## src/rtl/core/sse_data_line_extractor_macros.svh

```systemverilog
// Assertion macros shared by the data line extractor RTL.
// Depends on nothing; files that assert include it by its bare name.
`ifndef SSE_DATA_LINE_EXTRACTOR_MACROS_SVH
`define SSE_DATA_LINE_EXTRACTOR_MACROS_SVH

// Same-cycle implication, checked outside reset.
`define SSE_ASSERT_IMPL(label, clk, rst, ante, cons) \
  label: assert property (@(posedge clk) disable iff (rst) (ante) |-> (cons)) \
    else $error("sse data line extractor: same-cycle check failed");

// Next-cycle implication, checked outside reset.
`define SSE_ASSERT_NEXT(label, clk, rst, ante, cons) \
  label: assert property (@(posedge clk) disable iff (rst) (ante) |=> (cons)) \
    else $error("sse data line extractor: next-cycle check failed");

`endif

```

## src/rtl/core/sse_dlx_pkg.sv

```systemverilog
// Package for the data line extractor: word types, queue command type and constants.
// Depends on nothing; used by every module of the block.
package sse_dlx_pkg;

  localparam int LINE_CAP = 4096;
  localparam int LINE_W   = $clog2(LINE_CAP);
  localparam int TAG_LEN  = 6;
  localparam int QDEPTH   = 4;
  localparam int QPTR_W   = $clog2(QDEPTH);

  localparam logic [7:0] CHAR_LF = 8'h0A;
  localparam logic [7:0] CHAR_CR = 8'h0D;

  // "data: "
  localparam logic [7:0] DATA_TAG [0:5] = '{8'h64, 8'h61, 8'h74, 8'h61, 8'h3A, 8'h20};
  // "[DONE]"
  localparam logic [7:0] DONE_TAG [0:5] = '{8'h5B, 8'h44, 8'h4F, 8'h4E, 8'h45, 8'h5D};

  typedef enum logic {
    KIND_BYTE  = 1'b0,
    KIND_ABORT = 1'b1
  } kind_t;

  typedef struct packed {
    kind_t      kind;
    logic [7:0] byte_value;
  } in_word_t;

  typedef struct packed {
    logic [7:0] payload_byte;
    logic       byte_valid;
    logic       message_end;
    logic       run_last;
  } out_word_t;

  // One queued command: some held bytes, an optional tail byte, an optional end marker.
  typedef struct packed {
    logic [5:0][7:0] held;
    logic [2:0]      held_cnt;
    logic            has_tail;
    logic [7:0]      tail;
    logic            has_end;
  } cmd_t;

  typedef struct packed {
    logic full;
    logic empty;
  } q_stat_t;

endpackage

```

## src/rtl/core/sse_data_line_extractor.sv

```systemverilog
// Server-sent-events data line extractor, top level.
// An input word's output passes the queue entry, the command and the output register.
// Throughput: one input word per cycle while the queue has room; the back end sends
// one output word per cycle unless stalled; seven words from a line start keep it busy.
// Reset: rst is synchronous and active high; it clears line state, abort and the queue.
`include "sse_data_line_extractor_macros.svh"

module sse_data_line_extractor
  import sse_dlx_pkg::*;
(
  input  logic      clk,
  input  logic      rst,
  input  logic      rx_valid,
  output logic      rx_stall,
  input  in_word_t  rx_word,
  output logic      msg_valid,
  input  logic      msg_stall,
  output out_word_t msg_word
);

  // The front end takes a word whenever the command queue has room. Words that
  // produce no output (prefix bytes, held payload bytes, empty lines, anything
  // after an abort) never touch the queue, so the input rarely stalls.
  logic    accept;
  logic    push;
  cmd_t    push_cmd;
  logic    pop;
  cmd_t    pop_cmd;
  q_stat_t q_stat;
  logic    end_word;

  assign rx_stall = q_stat.full;
  assign accept   = rx_valid && !rx_stall;

  // Line parsing: prefix match, held payload bytes and the [DONE] check.
  sse_dlx_front u_front (
    .clk      (clk),
    .rst      (rst),
    .accept   (accept),
    .rx_word  (rx_word),
    .push     (push),
    .push_cmd (push_cmd)
  );

  // Each queue entry carries a snapshot of the held bytes, so the front end can
  // start filling them for the next line while the back end still drains.
  sse_dlx_queue u_queue (
    .clk      (clk),
    .rst      (rst),
    .push     (push),
    .push_cmd (push_cmd),
    .pop      (pop),
    .pop_cmd  (pop_cmd),
    .stat     (q_stat)
  );

  // The back end turns one command into held bytes, tail byte and end marker,
  // with its own output register against the downstream stall.
  sse_dlx_back u_back (
    .clk       (clk),
    .rst       (rst),
    .pop_cmd   (pop_cmd),
    .q_stat    (q_stat),
    .pop       (pop),
    .msg_valid (msg_valid),
    .msg_stall (msg_stall),
    .msg_word  (msg_word)
  );

  // An output word on offer that closes a message.
  assign end_word = msg_valid && msg_word.message_end;

  // An end marker carries no byte and always closes the run of its input word.
  `SSE_ASSERT_IMPL(a_end_marker_form, clk, rst, end_word, msg_word.run_last && !msg_word.byte_valid)
  // The front end never writes into a full queue.
  `SSE_ASSERT_IMPL(a_no_overflow, clk, rst, q_stat.full, !push)
  // Nothing is pushed in the cycle after an abort word is taken.
  `SSE_ASSERT_NEXT(a_abort_quiet, clk, rst, accept && rx_word.kind == KIND_ABORT, !push)

endmodule

```

## src/rtl/core/sse_dlx_front.sv

```systemverilog
// Front end of the data line extractor: takes words, tracks line state, issues commands.
// Depends on sse_dlx_pkg.
module sse_dlx_front
  import sse_dlx_pkg::*;
(
  input  logic     clk,
  input  logic     rst,
  input  logic     accept,
  input  in_word_t rx_word,
  output logic     push,
  output cmd_t     push_cmd
);

  logic [LINE_W-1:0] line_count;
  logic              prefix_ok;
  logic              done_match;
  logic              streaming;
  logic              aborted;
  logic [5:0][7:0]   held;

  logic [LINE_W-1:0] line_count_next;
  logic              prefix_ok_next;
  logic              done_match_next;
  logic              streaming_next;
  logic              aborted_next;
  logic              held_we;

  logic [7:0]        c;
  logic [LINE_W-1:0] dlen;
  logic [LINE_W-1:0] q;

  assign c    = rx_word.byte_value;
  assign dlen = line_count - LINE_W'(TAG_LEN);
  assign q    = line_count - LINE_W'(TAG_LEN);

  always_comb begin
    line_count_next = line_count;
    prefix_ok_next  = prefix_ok;
    done_match_next = done_match;
    streaming_next  = streaming;
    aborted_next    = aborted;
    held_we         = 1'b0;
    push            = 1'b0;
    push_cmd        = '0;
    push_cmd.held   = held;
    if (accept && !aborted) begin
      if (rx_word.kind == KIND_ABORT) begin
        aborted_next = 1'b1;
      end else if (c == CHAR_LF || c == CHAR_CR) begin
        if (line_count != '0) begin
          if (prefix_ok && line_count > LINE_W'(TAG_LEN)) begin
            if (streaming) begin
              push             = 1'b1;
              push_cmd.has_end = 1'b1;
            end else if (!(dlen == LINE_W'(TAG_LEN) && done_match)) begin
              push             = 1'b1;
              push_cmd.has_end = 1'b1;
              push_cmd.held_cnt = (dlen >= LINE_W'(TAG_LEN)) ? 3'd6 : dlen[2:0];
            end
          end
          line_count_next = '0;
          prefix_ok_next  = 1'b1;
          done_match_next = 1'b1;
          streaming_next  = 1'b0;
        end
      end else if (line_count < LINE_W'(LINE_CAP - 1)) begin
        line_count_next = line_count + LINE_W'(1);
        if (line_count < LINE_W'(TAG_LEN)) begin
          if (c != DATA_TAG[line_count[2:0]]) begin
            prefix_ok_next = 1'b0;
          end
        end else if (prefix_ok) begin
          if (q < LINE_W'(TAG_LEN)) begin
            held_we = 1'b1;
            if (c != DONE_TAG[q[2:0]]) begin
              done_match_next = 1'b0;
            end
          end else if (q == LINE_W'(TAG_LEN)) begin
            push              = 1'b1;
            push_cmd.held_cnt = 3'd6;
            push_cmd.has_tail = 1'b1;
            push_cmd.tail     = c;
            streaming_next    = 1'b1;
          end else begin
            push              = 1'b1;
            push_cmd.has_tail = 1'b1;
            push_cmd.tail     = c;
          end
        end
      end
    end
  end

  always_ff @(posedge clk) begin
    if (rst) begin
      line_count <= '0;
      prefix_ok  <= 1'b1;
      done_match <= 1'b1;
      streaming  <= 1'b0;
      aborted    <= 1'b0;
    end else begin
      line_count <= line_count_next;
      prefix_ok  <= prefix_ok_next;
      done_match <= done_match_next;
      streaming  <= streaming_next;
      aborted    <= aborted_next;
    end
  end

  always_ff @(posedge clk) begin
    if (held_we) begin
      held[q[2:0]] <= c;
    end
  end

endmodule

```

## src/rtl/core/sse_dlx_queue.sv

```systemverilog
// Short command queue between the front and back ends of the data line extractor.
// Depends on sse_dlx_pkg.
module sse_dlx_queue
  import sse_dlx_pkg::*;
(
  input  logic    clk,
  input  logic    rst,
  input  logic    push,
  input  cmd_t    push_cmd,
  input  logic    pop,
  output cmd_t    pop_cmd,
  output q_stat_t stat
);

  cmd_t              entries [QDEPTH];
  logic [QPTR_W-1:0] wptr;
  logic [QPTR_W-1:0] rptr;
  logic [QPTR_W:0]   count;

  assign stat.full  = (count == (QPTR_W+1)'(QDEPTH));
  assign stat.empty = (count == '0);
  assign pop_cmd    = entries[rptr];

  always_ff @(posedge clk) begin
    if (rst) begin
      wptr  <= '0;
      rptr  <= '0;
      count <= '0;
    end else begin
      if (push) begin
        wptr <= wptr + QPTR_W'(1);
      end
      if (pop) begin
        rptr <= rptr + QPTR_W'(1);
      end
      if (push && !pop) begin
        count <= count + (QPTR_W+1)'(1);
      end else if (pop && !push) begin
        count <= count - (QPTR_W+1)'(1);
      end
    end
  end

  always_ff @(posedge clk) begin
    if (push) begin
      entries[wptr] <= push_cmd;
    end
  end

endmodule

```

## src/rtl/core/sse_dlx_back.sv

```systemverilog
// Back end of the data line extractor: expands queued commands into output words.
// Depends on sse_dlx_pkg.
module sse_dlx_back
  import sse_dlx_pkg::*;
(
  input  logic      clk,
  input  logic      rst,
  input  cmd_t      pop_cmd,
  input  q_stat_t   q_stat,
  output logic      pop,
  output logic      msg_valid,
  input  logic      msg_stall,
  output out_word_t msg_word
);

  cmd_t       cmd;
  logic       cmd_valid;
  logic [2:0] step;

  logic       advance;
  logic       last;
  logic [3:0] total;
  out_word_t  res;

  assign total   = {1'b0, cmd.held_cnt} + {3'b000, cmd.has_tail} + {3'b000, cmd.has_end};
  assign last    = ({1'b0, step} + 4'd1) == total;
  assign advance = cmd_valid && (!msg_valid || !msg_stall);
  assign pop     = !q_stat.empty && (!cmd_valid || (advance && last));

  always_comb begin
    res = '0;
    if (step < cmd.held_cnt) begin
      res.payload_byte = cmd.held[step];
      res.byte_valid   = 1'b1;
    end else if (step == cmd.held_cnt && cmd.has_tail) begin
      res.payload_byte = cmd.tail;
      res.byte_valid   = 1'b1;
    end else begin
      res.message_end  = 1'b1;
    end
    res.run_last = last;
  end

  always_ff @(posedge clk) begin
    if (rst) begin
      cmd_valid <= 1'b0;
      step      <= '0;
      msg_valid <= 1'b0;
    end else begin
      if (advance) begin
        msg_valid <= 1'b1;
      end else if (!msg_stall) begin
        msg_valid <= 1'b0;
      end
      if (pop) begin
        cmd_valid <= 1'b1;
        step      <= '0;
      end else if (advance && last) begin
        cmd_valid <= 1'b0;
      end else if (advance) begin
        step <= step + 3'd1;
      end
    end
  end

  always_ff @(posedge clk) begin
    if (advance) begin
      msg_word <= res;
    end
    if (pop) begin
      cmd <= pop_cmd;
    end
  end

endmodule

```

## config.mk

```make
export PLATFORM = sky130hd
export DESIGN_NAME = sse_data_line_extractor
export DESIGN_NICKNAME = d
export VERILOG_FILES = /design/src/rtl/core/sse_dlx_pkg.sv /design/src/rtl/core/sse_data_line_extractor.sv /design/src/rtl/core/sse_dlx_front.sv /design/src/rtl/core/sse_dlx_queue.sv /design/src/rtl/core/sse_dlx_back.sv
export VERILOG_INCLUDE_DIRS = /design/src /design/src/rtl/core
export SDC_FILE = /design/constraint.sdc
export NUM_CORES = 1
export LEC_CHECK = 0
export ABC_AREA = 0
export BUFFER_PORTS_ARGS = -buffer_cell sky130_fd_sc_hd__buf_2
export CAP_MARGIN = 20
export CORE_ASPECT_RATIO = 0.75
export CORE_MARGIN = 2
export CORE_UTILIZATION = 50
export CTS_CLUSTER_DIAMETER = 150
export CTS_CLUSTER_SIZE = 24
export DETAILED_ROUTE_END_ITERATION = 7
export PLACE_DENSITY = 0.66
export SETUP_SLACK_MARGIN = 0.4
export SYNTH_ARGS = -nofsm -noshare
export SYNTH_HDL_FRONTEND = slang
export SYNTH_HIERARCHICAL = 1
export SYNTH_SLANG_ARGS = --single-unit
```

## constraint.sdc

```tcl
create_clock -name clk -period 5.45 [get_ports clk]
set_input_delay 1.09 -clock clk [delete_from_list [all_inputs] [get_ports clk]]
set_output_delay 1.09 -clock clk [all_outputs]
set_load 0.03 [all_outputs]
```

======== After elaboration in Yosys (flattened, before gate mapping) ========
Memories as Yosys holds them, arrays and structs flattened. A register that Yosys moved wholly into a read port is not among the register bits.
Cells that the tools add are included.
word-level totals
  flip-flop bits (word level) ............. 87
  logic and storage cells ................. 175
  bits of input ports ..................... 13
  memory bits (writable) .................. 244
  memories kept ........................... 3
  ROM bits ................................ 128
memory list
  name             words  bits a word  rd ports  clocked after Yosys merged registers in  wr ports  RTL line             text
  u_queue.entries  4      61           1         1                                        1         sse_dlx_queue.sv:15  cmd_t entries [QDEPTH];
  (no name shown)  8      8            1         0                                        0         sse_dlx_front.sv:75  if (c != DONE_TAG[q[2:0]]) begin
  (no name shown)  8      8            1         0                                        0         sse_dlx_front.sv:69  if (c != DATA_TAG[line_count[2:0]]) begin
operators by class
  $lt $le $gt $ge ......................... 11
  muxes and demuxes ....................... 74
  $add $sub $neg .......................... 10
  bitwise gates (word level) .............. 4
  eq/ne operators ......................... 12
  reduce and logical (&&, ||, !) cells .... 40
operators by type and width
  kind                                                                     number
  12-bit 2-to-1 mux                                                        7
  48-bit bitwise mux                                                       1
  8-bit 2-to-1 mux                                                         6
  1-bit 2-to-1 mux                                                         44
  3-bit 2-to-1 mux                                                         9
  9-bit 2-to-1 mux                                                         3
  13-bit 2-to-1 mux                                                        2
  8-bit binary-select mux with 3-bit select                                1
  8-bit demux with 3-bit select                                            1
  12-bit by 3-bit < comparator with 1-bit output (second input constant)   2
  2-bit nonzero test                                                       9
  8-bit by 4-bit == test with 1-bit output (second input constant)         2
  8-bit inequality test                                                    2
  8-bit AND reduction                                                      2
  12-bit by 1-bit adder with 12-bit output (second input constant)         1
  12-bit by 3-bit == test with 1-bit output (second input constant)        1
  12-bit by 3-bit >= comparator with 1-bit output (second input constant)  1
  12-bit by 3-bit > comparator with 1-bit output (second input constant)   1
  12-bit < comparator (second input constant)                              1
  12-bit nonzero test                                                      1
  12-bit by 3-bit subtractor with 12-bit output (second input constant)    1
  1-bit logical AND                                                        11
  4-bit >= comparator (second input constant)                              2
  1-bit zero test                                                          8
  other kinds (22)                                                         32

======== Longest topological paths before layout ========
Gate-level depths: netlist of the first run.
  depth after elaboration ................. 14
  gate-level depth with buffers ........... 15
  depth with buffers taken out ............ 15

======== Cells and area by module ========
Netlist of the first run, hierarchy kept.
by module, submodules not included
  module                   cells each  times used  area an instance (um^2)
  sse_dlx_queue            363         1           9,298.9
  sse_dlx_back             179         1           3,081.7
  sse_dlx_front            252         1           2,979.1
  sse_data_line_extractor  1           1           13.8

======== Worst setup path after synthesis of the first run ========
OpenSTA, ideal clock, no wires.
  path kind ............................... input -> register
  start point ............................. in rx_word[1] (netlist bit)
  end point ............................... mem u_queue/entries[0][0] (netlist bit), enable pin
  data arrival time ....................... 4.308 ns
  data required time ...................... 5.025 ns
  slack ................................... 0.717 ns
  stages .................................. 7
  setup time .............................. 0.425 ns
  path through ............................ clkbuf_1 and3b_1 o2111ai_1 o311ai_0 or2_2 o22ai_1 and2_1
between the ends
  cells in the longest elaborated chain, start to end .. 7
ends and longest elaborated chain
  element                                   RTL line                       text
  start, declared                           sse_data_line_extractor.sv:15  input in_word_t rx_word,
  8-bit by 4-bit == test with 1-bit output  sse_dlx_front.sv:49            end else if (c == CHAR_LF || c == CHAR_CR) begin
  1-bit logical OR *                        sse_dlx_front.sv:49
  1-bit 2-to-1 mux *                        sse_dlx_front.sv:49
  1-bit 2-to-1 mux *                        sse_dlx_front.sv:47            if (rx_word.kind == KIND_ABORT) begin
  1-bit 2-to-1 mux *                        sse_dlx_front.sv:46            if (accept && !aborted) begin
  named net push                            sse_data_line_extractor.sv:25  logic push;
  1-bit 2-to-1 mux *                        sse_dlx_queue.sv:45            if (push) begin
  1-bit 2-to-1 mux (implied by the code) *  sse_dlx_queue.sv:46            entries[wptr] <= push_cmd;
  end, declared                             sse_dlx_queue.sv:15
The timed path passes the listed nets; every way through them passes the cells marked *.

======== Worst setup path in the final report of the first run ========
  start point ............................. in rx_word[1] (netlist bit)
  end point ............................... reg u_queue.count[2]
between the ends
  cells in the longest elaborated chain, start to end .. 8
ends and longest elaborated chain
  element                                   RTL line                       text
  8-bit by 4-bit == test with 1-bit output  sse_dlx_front.sv:49
  1-bit logical OR *                        sse_dlx_front.sv:49
  1-bit 2-to-1 mux *                        sse_dlx_front.sv:49
  1-bit 2-to-1 mux *                        sse_dlx_front.sv:47
  1-bit 2-to-1 mux *                        sse_dlx_front.sv:46
  named net push                            sse_data_line_extractor.sv:25
  1-bit zero test                           sse_dlx_queue.sv:38            end else if (pop && !push) begin
  1-bit logical AND                         sse_dlx_queue.sv:38
  2-bit nonzero test (no line)              n/a
  end signal, assigned                      sse_dlx_queue.sv:37            count <= count + (QPTR_W+1)'(1);
  end signal, assigned                      sse_dlx_queue.sv:39            count <= count - (QPTR_W+1)'(1);
  end, declared                             sse_dlx_queue.sv:18            logic [QPTR_W:0] count;
Marked as above.
A chain may end at the register's enable or synchronous reset.

==> results.tsv, run 1 <==
stage	metric	value	unit
clock_network	clock-sinks	394	
synth	async_flop_share	0	
floorplanning	die_w	206	um
floorplanning	floorplan.initialDensity	0.509	
final_layout	final_cell_area	0.0164	mm2
synth	synth_seq_cells	394	
timing	fin_setup_tns	0	ns
timing	hold_ws	0.475	ns
floorplanning	die_h	156	um
grt	met2_usage	0.261	
grt	globalRoute.busiestLayer	met1	
clock_network	root_buffer	clkbuf_16	
power	p_leak	5.25	nW
synth	synth_top_cell_by_area	edfxtp_1	
clock_network	cts_setup_buffers	0	
synth	synth.area.top_cells	edfxtp_1 71%, mux4_2 10%, dfxtp_1 3.9%	
grt	globalRouteMet1Util	0.293	
floorplanning	boundaryPins	26	
synth	mappedNetlistArea	0.0154	mm2
timing	worstMarginPinSlew	1.09	ns
power	vdd_drop_max	0.000319	V
timing	rsz0062_at_grt	false	
worst_setup_path	worst-path-buf-inv	2	
synth	synthDominantCellAreaShare	0.711	
grt	antenna_found_initial	5	
timing	fin_skew	0.0160	ns
synth	ys_types	65	
run	cap_violations	0	
final_layout	antenna_cells	0	
route	antenna_left	0	
clock_network	ctsHoldBuffers	0	
timing	drv_slew	0	
timing	slew-limit-headroom	0.268	
grt	overflow	0	
synth	synthCells	795	
worst_setup_path	path_max_fanout	16	
clock_network	cts.repair.resized	0	
worst_setup_path	cp_top_family	compound AO/OA/AOI/OAI gates	
final_layout	nets	851	
final_layout	drive_above_1_share	0.184	
clock_network	htree_levels	1	
route	via_count	7224	
grt	grt_pass1_wl	43300	um
floorplanning	coreArea	0.0302	mm2
route	wl_per_cell	23.1	um
clock_network	clock_latency	0.52	ns
route	drt_iter0_drc	1001	
clock_network	cts_made_buffers	20	
timing	timing.fmax	251	MHz
timing	fin_crit_sh	0.731	
grt	grt_max_degree	66	
clock_network	cts_tree	built	
route	drtPass1Iterations	7	
synth	syn_nets	827	
worst_setup_path	worstSetupStartpointType	input port	
grt	grt_pass1_vias	6929	
worst_setup_path	cp_slowest_cell	o22ai_1	
timing	setup_violations	0	
power	p_per_area	424	mW/mm2
worst_hold_path	hold_path.class	flip-flop to flip-flop	
synth	syn_area_per_cell	19.3	um2
synth	synth_edf_count	364	
grt	grt_usage	0.183	
route	drc	0	
run_status	status	finished, final reports clean	
final_layout	multi_input_area	0.00348	mm2
worst_setup_path	critPathMaxStageDelay	0.49	ns
final_layout	register_area	0.0115	mm2
synth	ys.warnings.count	6	
timing	hold_viol	0	
power	p_total	6.97	mW
clock_network	clkSlewWorstSetupHoldPaths	0.09	ns
placed_design	portBuffers	25	
worst_setup_path	critPathCaptureType	flip-flop	
final_layout	syn_to_final_growth	6.98	%
grt	met3_usage	0.0397	
worst_setup_path	worstPathCellList	buf_2 > and3b_1 > o2111ai_1 > o311ai_0 > or2_2 > o22ai_1 > ha_1 > inv_1 > fa_1 > xor2_1 > or3_1 > a21oi_1	
worst_setup_path	worstPathArrival	4.44	ns
route	wl	28500	um
route	viasPerCell	5.86	
floorplanning	dieArea	0.0322	mm2
worst_setup_path	crit_type	input port to flip-flop	
floorplanning	row_count	55	
synth	synth_ff_type	edfxtp_1	
timing	post-route-min-period	3.99	ns
synth	ys_seq_area_frac	0.750	
placed_design	gp_congestion	0.823	
placed_design	place_area	0.0159	mm2
worst_setup_path	crit_required	5.91	ns
clock_network	cts_buffer_depth	3	
final_layout	fillers	2262	
placed_design	place_hpwl	18100	um
layout by cell type, fill, tap and decap left out, types with 4 or more instances in the layout:
cell type  netlist  routed
inv_1           23      23
a22oi_1          8       8
nor3b_1          7       7
buf_12           6       4
edfxtp_1       364     364
mux2_2           8       8
nor2_1          40      40
xor2_1          13      13
a31oi_1          5       5
mux2i_1          4       4
nor3_1           6       6
a211oi_1         4       4
buf_4            4       5
a21oi_1         13      13
o2111ai_1        5       5
xnor2_1         10      10
mux4_2          68      68
nor2b_1          4       4
clkbuf_1         8      14
ha_1            17      17
nand3_1         16      16
nand2_1         16      16
buf_2            8      25
nand2b_1         4       4
o21ai_1         10      10
and2_1          18      14
and2_2           0       4
o21ai_0         16      16
dfxtp_1         30      28
clkbuf_16        0      21
through the flow:
stage	std cells	setup slack, ns	util
global placement	1196	1.02	0.525
CTS	1232	1.47	0.544
floorplan	795	0.717	-
finish	1232	1.46	0.544
detailed placement	1196	0.922	0.525
global route	1232	1.15	0.544
registers in the layout, indices dropped and copies added (netlist names), 2 cells and up, named ones only:
name / flops
u_back/cmd: 61
u_back/msg_word: 11
u_back/step: 3
u_front/line_count: 12
u_front/push_cmd: 48
u_queue/count: 3
u_queue/entries: 244
u_queue/rptr: 2
u_queue/wptr: 2
cell families (layout without fill, tap and decap cells):
group	Yosys count	in the layout	share of synthesized area
simple gates	137	137	0.0477
buf+inv	57	95	0.0243
xor+xnor	25	25	0.0152
fa+ha+maj	19	19	0.0164
flops	394	394	0.750
compound gates	82	82	0.0365
mux	81	81	0.110
worst reg2reg max path, stage by stage (launching register included):
cell      delay (ns)
dfxtp_1         0.69
inv_1           0.22
ha_1            0.49
a21boi_0        0.18
and4_1          0.28
o22ai_1         0.48
ha_1            0.28
inv_1           0.06
fa_1            0.37
xor2_1          0.17
or3_1           0.30
a21oi_1         0.15
final timing paths:
check / from / endpoint / slack (ns) / depth (start not counted)
worst max-delay path: rx_word[1] / u_queue/count[2] / 1.46 / 12
worst max register to register: u_front/line_count[2] / u_queue/count[2] / 1.70 / 11
worst min-delay path: u_front/aborted / u_front/aborted / 0.48 / 2
worst min register to register: u_front/aborted / u_front/aborted / 0.48 / 2
layout make-up:
cell class | count | area share
multi-input cells | 344 | 0.212
inverters | 25 | 0.00571
well taps | 399 | 0.0304
flip-flops and latches | 394 | 0.701
clock inverters | 1 | 0.000989
repair buffers | 34 | 0.0148
clock buffers | 35 | 0.0351
layer usage:
metal / vias to the layer above / part of all wire / wire (um)
met2: 298 / 0.43 / 12400
met1: 3675 / 0.47 / 13300
li1: 3208 / - / -
met3: 43 / 0.081 / 2310
met5: - / 0 / 0
met4: 0 / 0.016 / 464
synth_stat cells (3+ instances only):
library cell	instances
xor2_1	13
o2111ai_1	5
nand4_1	3
inv_1	23
a31oi_1	5
o21ai_0	16
edfxtp_1	364
a211oi_1	4
o31ai_1	3
and3_1	3
xnor2_1	10
a22oi_1	8
nor3_1	6
nand2_1	16
nand2b_1	4
buf_2	8
mux4_2	68
dfxtp_1	30
a21oi_1	13
nor2_1	40
and2_1	18
ha_1	17
buf_6	5
nor4_1	3
nor3b_1	7
buf_12	6
o21ai_1	10
or3_1	3
clkbuf_1	8
buf_4	4
mux2i_1	4
and4_1	3
nand3_1	16
mux2_2	8
nor2b_1	4
where the power goes:
part           internal [mW]  leakage [nW]  switching, mW
clock                  0.736         0.283          0.878
combinational          0.596          1.34          0.845
sequential              3.74          3.63          0.175
Power figures use the tool's default switching activity.
==> run 2: changes to the inputs <==
==> constraint.sdc (replaced) <==
create_clock -name clk -period 3.9 [get_ports clk]
set_input_delay 0.78 -clock clk [delete_from_list [all_inputs] [get_ports clk]]
set_output_delay 0.78 -clock clk [all_outputs]
set_load 0.03 [all_outputs]
==> run 2 against run 1 <==
Sequential share of layout area shrank 0.68 points. Critical path depth shrank 1. Largest cell class unchanged. Sequential cell count is the same. Power grew 42%.
==> results.tsv, run 2 (synthesized netlist as in run 1, its figures left out) <==
stage	metric	value	unit	change
run_status	status	finished, final reports clean		
final_layout	nets	868		+2.0%
worst_setup_path	path_max_fanout	10		-6
floorplanning	row_count	55		unchanged
timing	worstMarginPinSlew	0.831	ns	-0.263 ns
route	drc	0		unchanged
route	antenna_left	0		unchanged
grt	grt_pass1_vias	7495		+8.2%
timing	post-route-min-period	3.28	ns	
final_layout	regMostFlops	u_queue/entries		
worst_setup_path	critPathCaptureType	flip-flop		
floorplanning	die_h	156	um	unchanged
grt	grt_usage	0.189		+0.00646
route	drt_iter0_drc	790		-21%
run	cap_violations	0		unchanged
timing	setup_violations	0		unchanged
worst_setup_path	crit_required	4.36	ns	-1.55 ns
floorplanning	coreArea	0.0302	mm2	unchanged
worst_setup_path	worst-path-buf-inv	2		unchanged
final_layout	syn_to_final_growth	8.05	%	
clock_network	clock_latency	0.53	ns	about the same
floorplanning	die_w	206	um	unchanged
placed_design	pre_cts_slack	0.0635	ns	-0.859 ns
clock_network	clkSlewWorstSetupHoldPaths	0.10	ns	about the same
worst_setup_path	reg2reg_depth	11		unchanged
timing	fin_ws	0.617	ns	-0.848 ns
timing	rsz0062_at_grt	false		
worst_setup_path	cp_slowest_cell	dfxtp_1		
worst_setup_path	cp_top_family	adder cells		
final_layout	final_common_cell	edfxtp_1		
power	p_per_area	594	mW/mm2	+40%
timing	hold_viol	0		unchanged
route	via_count	7332		+1.5%
placed_design	portBuffers	25		unchanged
worst_setup_path	crit_cells	11		-1
clock_network	cts_buffer_depth	3		unchanged
clock_network	cts_tree	built		
timing	fin_skew	0.0199	ns	+0.00392 ns
route	wl_per_cell	23.6	um	+2.1%
route	wl	29500	um	+3.5%
final_layout	antenna_cells	0		unchanged
worst_setup_path	worstPathCellList	inv_1 > ha_1 > a21boi_0 > and4_1 > o22ai_1 > ha_2 > inv_2 > fa_2 > xor2_1 > or3_1 > a21oi_1		
clock_network	root_buffer	clkbuf_16		
worst_setup_path	worstSetupStartpointType	flip-flop		
timing	timing.fmax	305	MHz	
grt	grt_pass1_wl	45100	um	+4.1%
placed_design	gp_congestion	0.855		+3.9%
power	p_leak	5.35	nW	+1.8%
floorplanning	boundaryPins	26		unchanged
clock_network	cts_made_buffers	20		unchanged
clock_network	clock-sinks	394		unchanged
final_layout	final_cell_mix	364 x edfxtp_1, 68 x mux4_2, 39 x nor2_1		
grt	antenna_found_initial	0		-5
power	vdd_drop_max	0.000417	V	+31%
final_layout	drive_above_1_share	0.207		+0.0234
floorplanning	dieArea	0.0322	mm2	unchanged
grt	overflow	0		unchanged
timing	slew-limit-headroom	0.444		+0.176
final_layout	largest_reg_flops	244		unchanged
clock_network	cts_setup_buffers	0		unchanged
worst_hold_path	hold_path.class	flip-flop to flip-flop		
floorplanning	floorplan.initialDensity	0.509		unchanged
worst_hold_path	min_path_cells	2		unchanged
route	drtPass1Iterations	6		-1
timing	drv_slew	0		unchanged
worst_setup_path	crit_type	flip-flop to flip-flop		
grt	grt_max_degree	66		unchanged
worst_setup_path	critPathMaxStageDelay	0.60	ns	+0.11 ns
route	viasPerCell	5.87		+0.11%
clock_network	htree_levels	1		unchanged
timing	fin_setup_tns	0	ns	unchanged
timing	fin_crit_sh	0.842		
worst_setup_path	worstPathArrival	3.74	ns	-0.70 ns
placed_design	place_hpwl	17600	um	-3.0%
final_layout	final_cell_area	0.0166	mm2	+1.0%
placed_design	place_area	0.0160	mm2	+1.0%
run 2: cell types whose count changed in the layout (fill, tap and decap cells not counted), moves of 2 or more:
cell and change:
buf_12 +2, buf_4 +15, fa_1 -2, fa_2 +2
run 2: path summary, 6_finish.rpt:
path,start,end,slack [ns]
worst min-delay path,u_front/aborted,u_front/aborted,0.48
worst max-delay path,u_front/line_count[1],u_queue/count[2],0.62
worst max register to register,u_front/line_count[1],u_queue/count[2],0.62
worst min register to register,u_front/aborted,u_front/aborted,0.48
run 2: power breakdown:
group / switching, mW / total [mW] / internal, mW
clock: 1.24 / 2.27 / 1.03
combinational: 1.29 / 2.16 / 0.877
sequential: 0.211 / 5.43 / 5.22
total: 2.74 / 9.86 / 7.12
run 2: metrics by stage:
step	utilization	power, mW	cells	hold WS [ns]
3_3_place_gp	0.530	7.64	1213	0.455
5_1_grt	0.550	10.3	1249	0.506
6_report	0.550	9.86	1249	0.480
2_1_floorplan	-	7.11	795	0.433
3_5_place_dp	0.530	7.72	1213	0.464
4_1_cts	0.550	9.97	1249	0.484
run 2: what timing repair did:
action / CTS / global route
endpoints found under the hold margin: 0 / 0
hold buffers: 0 / 0
setup endpoints to repair: 0 / 10
resized for setup: 0 / 2
run 2: area by class of cell:
| class | instances | area (um2) |
|---|---|---|
| fill | 2264 | 13600 |
| sequential | 394 | 11500 |
| multi-input combinational | 344 | 3490 |
| clock buffer | 35 | 578 |
| tap | 399 | 499 |
| timing repair buffer | 51 | 395 |
| inverter | 25 | 93.8 |
| clock inverter | 1 | 16.3 |
run 2: worst register-to-register path, cell delays in order (launching register included):
cell      delay [ns]
dfxtp_1         0.60
inv_1           0.15
ha_1            0.45
a21boi_0        0.20
and4_1          0.30
o22ai_1         0.26
ha_2            0.25
inv_2           0.04
fa_2            0.35
xor2_1          0.17
or3_1           0.30
a21oi_1         0.14
run 2: layer usage:
metal / up-vias / GRT usage / wire [um]
met4: 0 / 0.0323 / 585
met2: 254 / 0.303 / 13700
met5: - / 0 / 0
met3: 44 / 0.0211 / 1670
li1: 3240 / - / -
met1: 3794 / 0.287 / 13500
==> run 3: changes to the inputs <==
--- a/config.mk
+++ b/config.mk
@@ -15,7 +15,7 @@
 export CTS_CLUSTER_DIAMETER = 150
 export CTS_CLUSTER_SIZE = 24
 export DETAILED_ROUTE_END_ITERATION = 7
-export PLACE_DENSITY = 0.66
+export PLACE_DENSITY = 0.68
 export SETUP_SLACK_MARGIN = 0.4
 export SYNTH_ARGS = -nofsm -noshare
 export SYNTH_HDL_FRONTEND = slang
==> constraint.sdc (replaced) <==
create_clock -name clk -period 3 [get_ports clk]
set_input_delay 0.6 -clock clk [delete_from_list [all_inputs] [get_ports clk]]
set_output_delay 0.6 -clock clk [all_outputs]
set_load 0.03 [all_outputs]
==> run 3 against run 2 <==
Final area grew 8.4%. First-iteration DRC count shrank 5.2%. Clock-buffer cell count shrank 1. Sequential share of layout area shrank 5.3 points. Non-clock buffer count grew 88. Wire length grew 7.9%. Cell count grew 7.3%. Hold slack lost 0.17 ns. Critical endpoint unchanged. Core utilization grew 4.6 points. Register-to-register slack lost 0.52 ns.
==> results.tsv, run 3 (synthesized netlist as in run 1, its figures left out) <==
stage	metric	value	unit	change
run_status	status	finished, final reports clean		
final_layout	final_core_util	0.596		+0.0460
power	p_sw	3.68	mW	+34%
final_layout	drive_above_1_share	0.308		+0.101
floorplanning	die_w	206	um	unchanged
worst_setup_path	worstPathArrival	3.39	ns	-0.35 ns
timing	fin_skew	0.0298	ns	+0.00987 ns
power	p_leak	5.99	nW	+12%
timing	post-route-min-period	2.91	ns	-0.376 ns
timing	timing.fmax	344	MHz	+13%
placed_design	gp_congestion	0.825		-3.5%
worst_setup_path	r2r_slack	0.09	ns	-0.52 ns
worst_setup_path	worstPathCellList	or4_4 > a211oi_4 > o32ai_4 > nand3_2 > nor4_2 > buf_4 > o22ai_4 > ha_4 > inv_2 > fa_2 > xor2_1 > or3_1 > a21oi_1		
route	drc	0		unchanged
final_layout	final_common_cell	edfxtp_1		
route	antenna_left	0		unchanged
timing	fin_ws	0.0929	ns	-0.524 ns
worst_setup_path	crit_required	3.48	ns	-0.88 ns
route	wl	31800	um	+7.9%
worst_setup_path	rr_startpoint	u_front/line_count[3]		
worst_setup_path	crit_type	flip-flop to flip-flop		
worst_setup_path	critPathLaunch	u_front/line_count[3]		
route	wl_met2	15000	um	+9.5%
clock_network	clock-sinks	394		unchanged
route	via_count	7751		+5.7%
power	seq_power_share	0.527		-0.023
floorplanning	floorplan.initialDensity	0.509		unchanged
route	dr.max_layer_used	met4		
power	p_total	13.3	mW	+35%
grt	grt_pass1_vias	7290		-2.7%
final_layout	finalNonFillerCells	1340		+7.3%
power	p_comb_frac	0.254		+0.035
final_layout	syn_to_final_growth	17.1	%	
worst_hold_path	min_from	rx_word[8]		
power	clkPwrFrac	0.219		-0.011
timing	rsz0062_at_grt	true		
worst_setup_path	path_max_fanout	3		-7
worst_setup_path	cp_slowest_cell	or4_4		
clock_network	ctsHoldBuffers	0		unchanged
placed_design	place_inst	1253		+3.3%
placed_design	portBuffers	25		unchanged
timing	hold_viol	0		unchanged
final_layout	multi_input_area	0.00368	mm2	+5.4%
final_layout	regMostFlops	u_queue/entries		
timing	drv_slew	0		unchanged
grt	grt_pass1_wl	43400	um	-3.8%
power	vdd_drop_max	0.000533	V	+28%
floorplanning	die_h	156	um	unchanged
final_layout	nets	959		+10%
placed_design	place_area	0.0165	mm2	+2.7%
route	viasPerCell	5.78		-1.5%
power	internal_power	9.67	mW	+36%
final_layout	register_area	0.0115	mm2	about the same
route	met1_length	14100	um	+4.5%
clock_network	clock_latency	0.54	ns	about the same
final_layout	final_cell_mix	364 x edfxtp_1, 68 x mux4_2, 66 x buf_4		
floorplanning	row_count	55		unchanged
power	sw_frac_of_total	0.275		-0.00224
run	cap_violations	0		unchanged
clock_network	clkSlewWorstSetupHoldPaths	0.10	ns	about the same
worst_setup_path	critPathMaxStageDelay	0.57	ns	-0.03 ns
clock_network	cts_buffer_depth	3		unchanged
route	drtPass1Iterations	5		-1
clock_network	cts_made_buffers	20		unchanged
timing	fin_crit_sh	0.969		+0.127
timing	hold_ws	0.314	ns	-0.165 ns
timing	setup_violations	0		unchanged
worst_setup_path	worstSetupStartpointType	flip-flop		
final_layout	final_cell_area	0.0180	mm2	+8.4%
route	wl_per_cell	23.8	um	+0.57%
timing	fin_setup_tns	0	ns	unchanged
timing	worstMarginPinSlew	0.748	ns	-0.0834 ns
clock_network	cts_tree	built		
placed_design	pre_cts_slack	-0.117	ns	-0.180 ns
floorplanning	boundaryPins	26		unchanged
route	drt_iter0_drc	749		-5.2%
route	wl_met3	2250	um	+34%
grt	overflow	0		unchanged
final_layout	antenna_cells	0		unchanged
final_layout	largest_reg_flops	244		unchanged
power	p_per_area	742	mW/mm2	+25%
worst_setup_path	critPathCaptureType	flip-flop		
worst_hold_path	hold_path.class	input port to flip-flop		
clock_network	htree_levels	1		unchanged
floorplanning	dieArea	0.0322	mm2	unchanged
grt	grt_max_degree	66		unchanged
floorplanning	coreArea	0.0302	mm2	unchanged
placed_design	place_hpwl	17200	um	-2.1%
clock_network	root_buffer	clkbuf_16		
grt	antenna_found_initial	1		+1
grt	grt_usage	0.181		-0.00801
timing	slew-limit-headroom	0.500		+0.0558
final_layout	fillers	2145		-5.3%
[run 3: power groups by stage]
stage               logic, mW  clock network (mW)  registers (mW)
finish                   3.39                2.93            7.03
global route             3.63                3.18            7.11
CTS                      2.92                2.99            7.05
detailed placement       2.88                   0            7.17
global placement         2.84                   0            7.15
floorplan                2.03                   0            7.21
[run 3: final timing paths]
kind | endpoint | cells after the start
hold / removal | u_front/aborted | 3
setup / recovery | u_queue/count[2] | 13
setup reg to reg | u_queue/count[2] | 13
hold reg to reg | u_queue/entries[1][37] | 0
[run 3: repair_timing]
action,in CTS,in global routing
endpoints found under the hold margin,0,0
endpoints found under the setup margin,315,371
pin swaps,5,10
resized for setup,13,34
gates cloned,0,27
buffers inserted,3,21
[run 3: routing by layer]
layer	global-route usage	vias to the layer above
li1	-	3439
met1	0.270	4004
met2	0.290	276
met3	0.0267	32
met4	0.0330	0
met5	0	-
[run 3: final cells by class]
type                       instances  area share
sequential                       394       0.641
multi-input combinational        347       0.205
timing repair buffer             139      0.0888
clock buffer                      34      0.0307
tap                              399      0.0277
inverter                          25     0.00521
clock inverter                     2     0.00181
[run 3: critical path, delay by kind of cell, from the launching register on]
family / cells / cell delay (ns)
AND/OR/NAND/NOR: 4 / 1.05
AO/OA/AOI/OAI: 4 / 0.60
adder cells (fa/ha/maj): 2 / 0.50
flip-flops: 1 / 0.33
buffers and inverters: 2 / 0.19
XOR/XNOR: 1 / 0.17
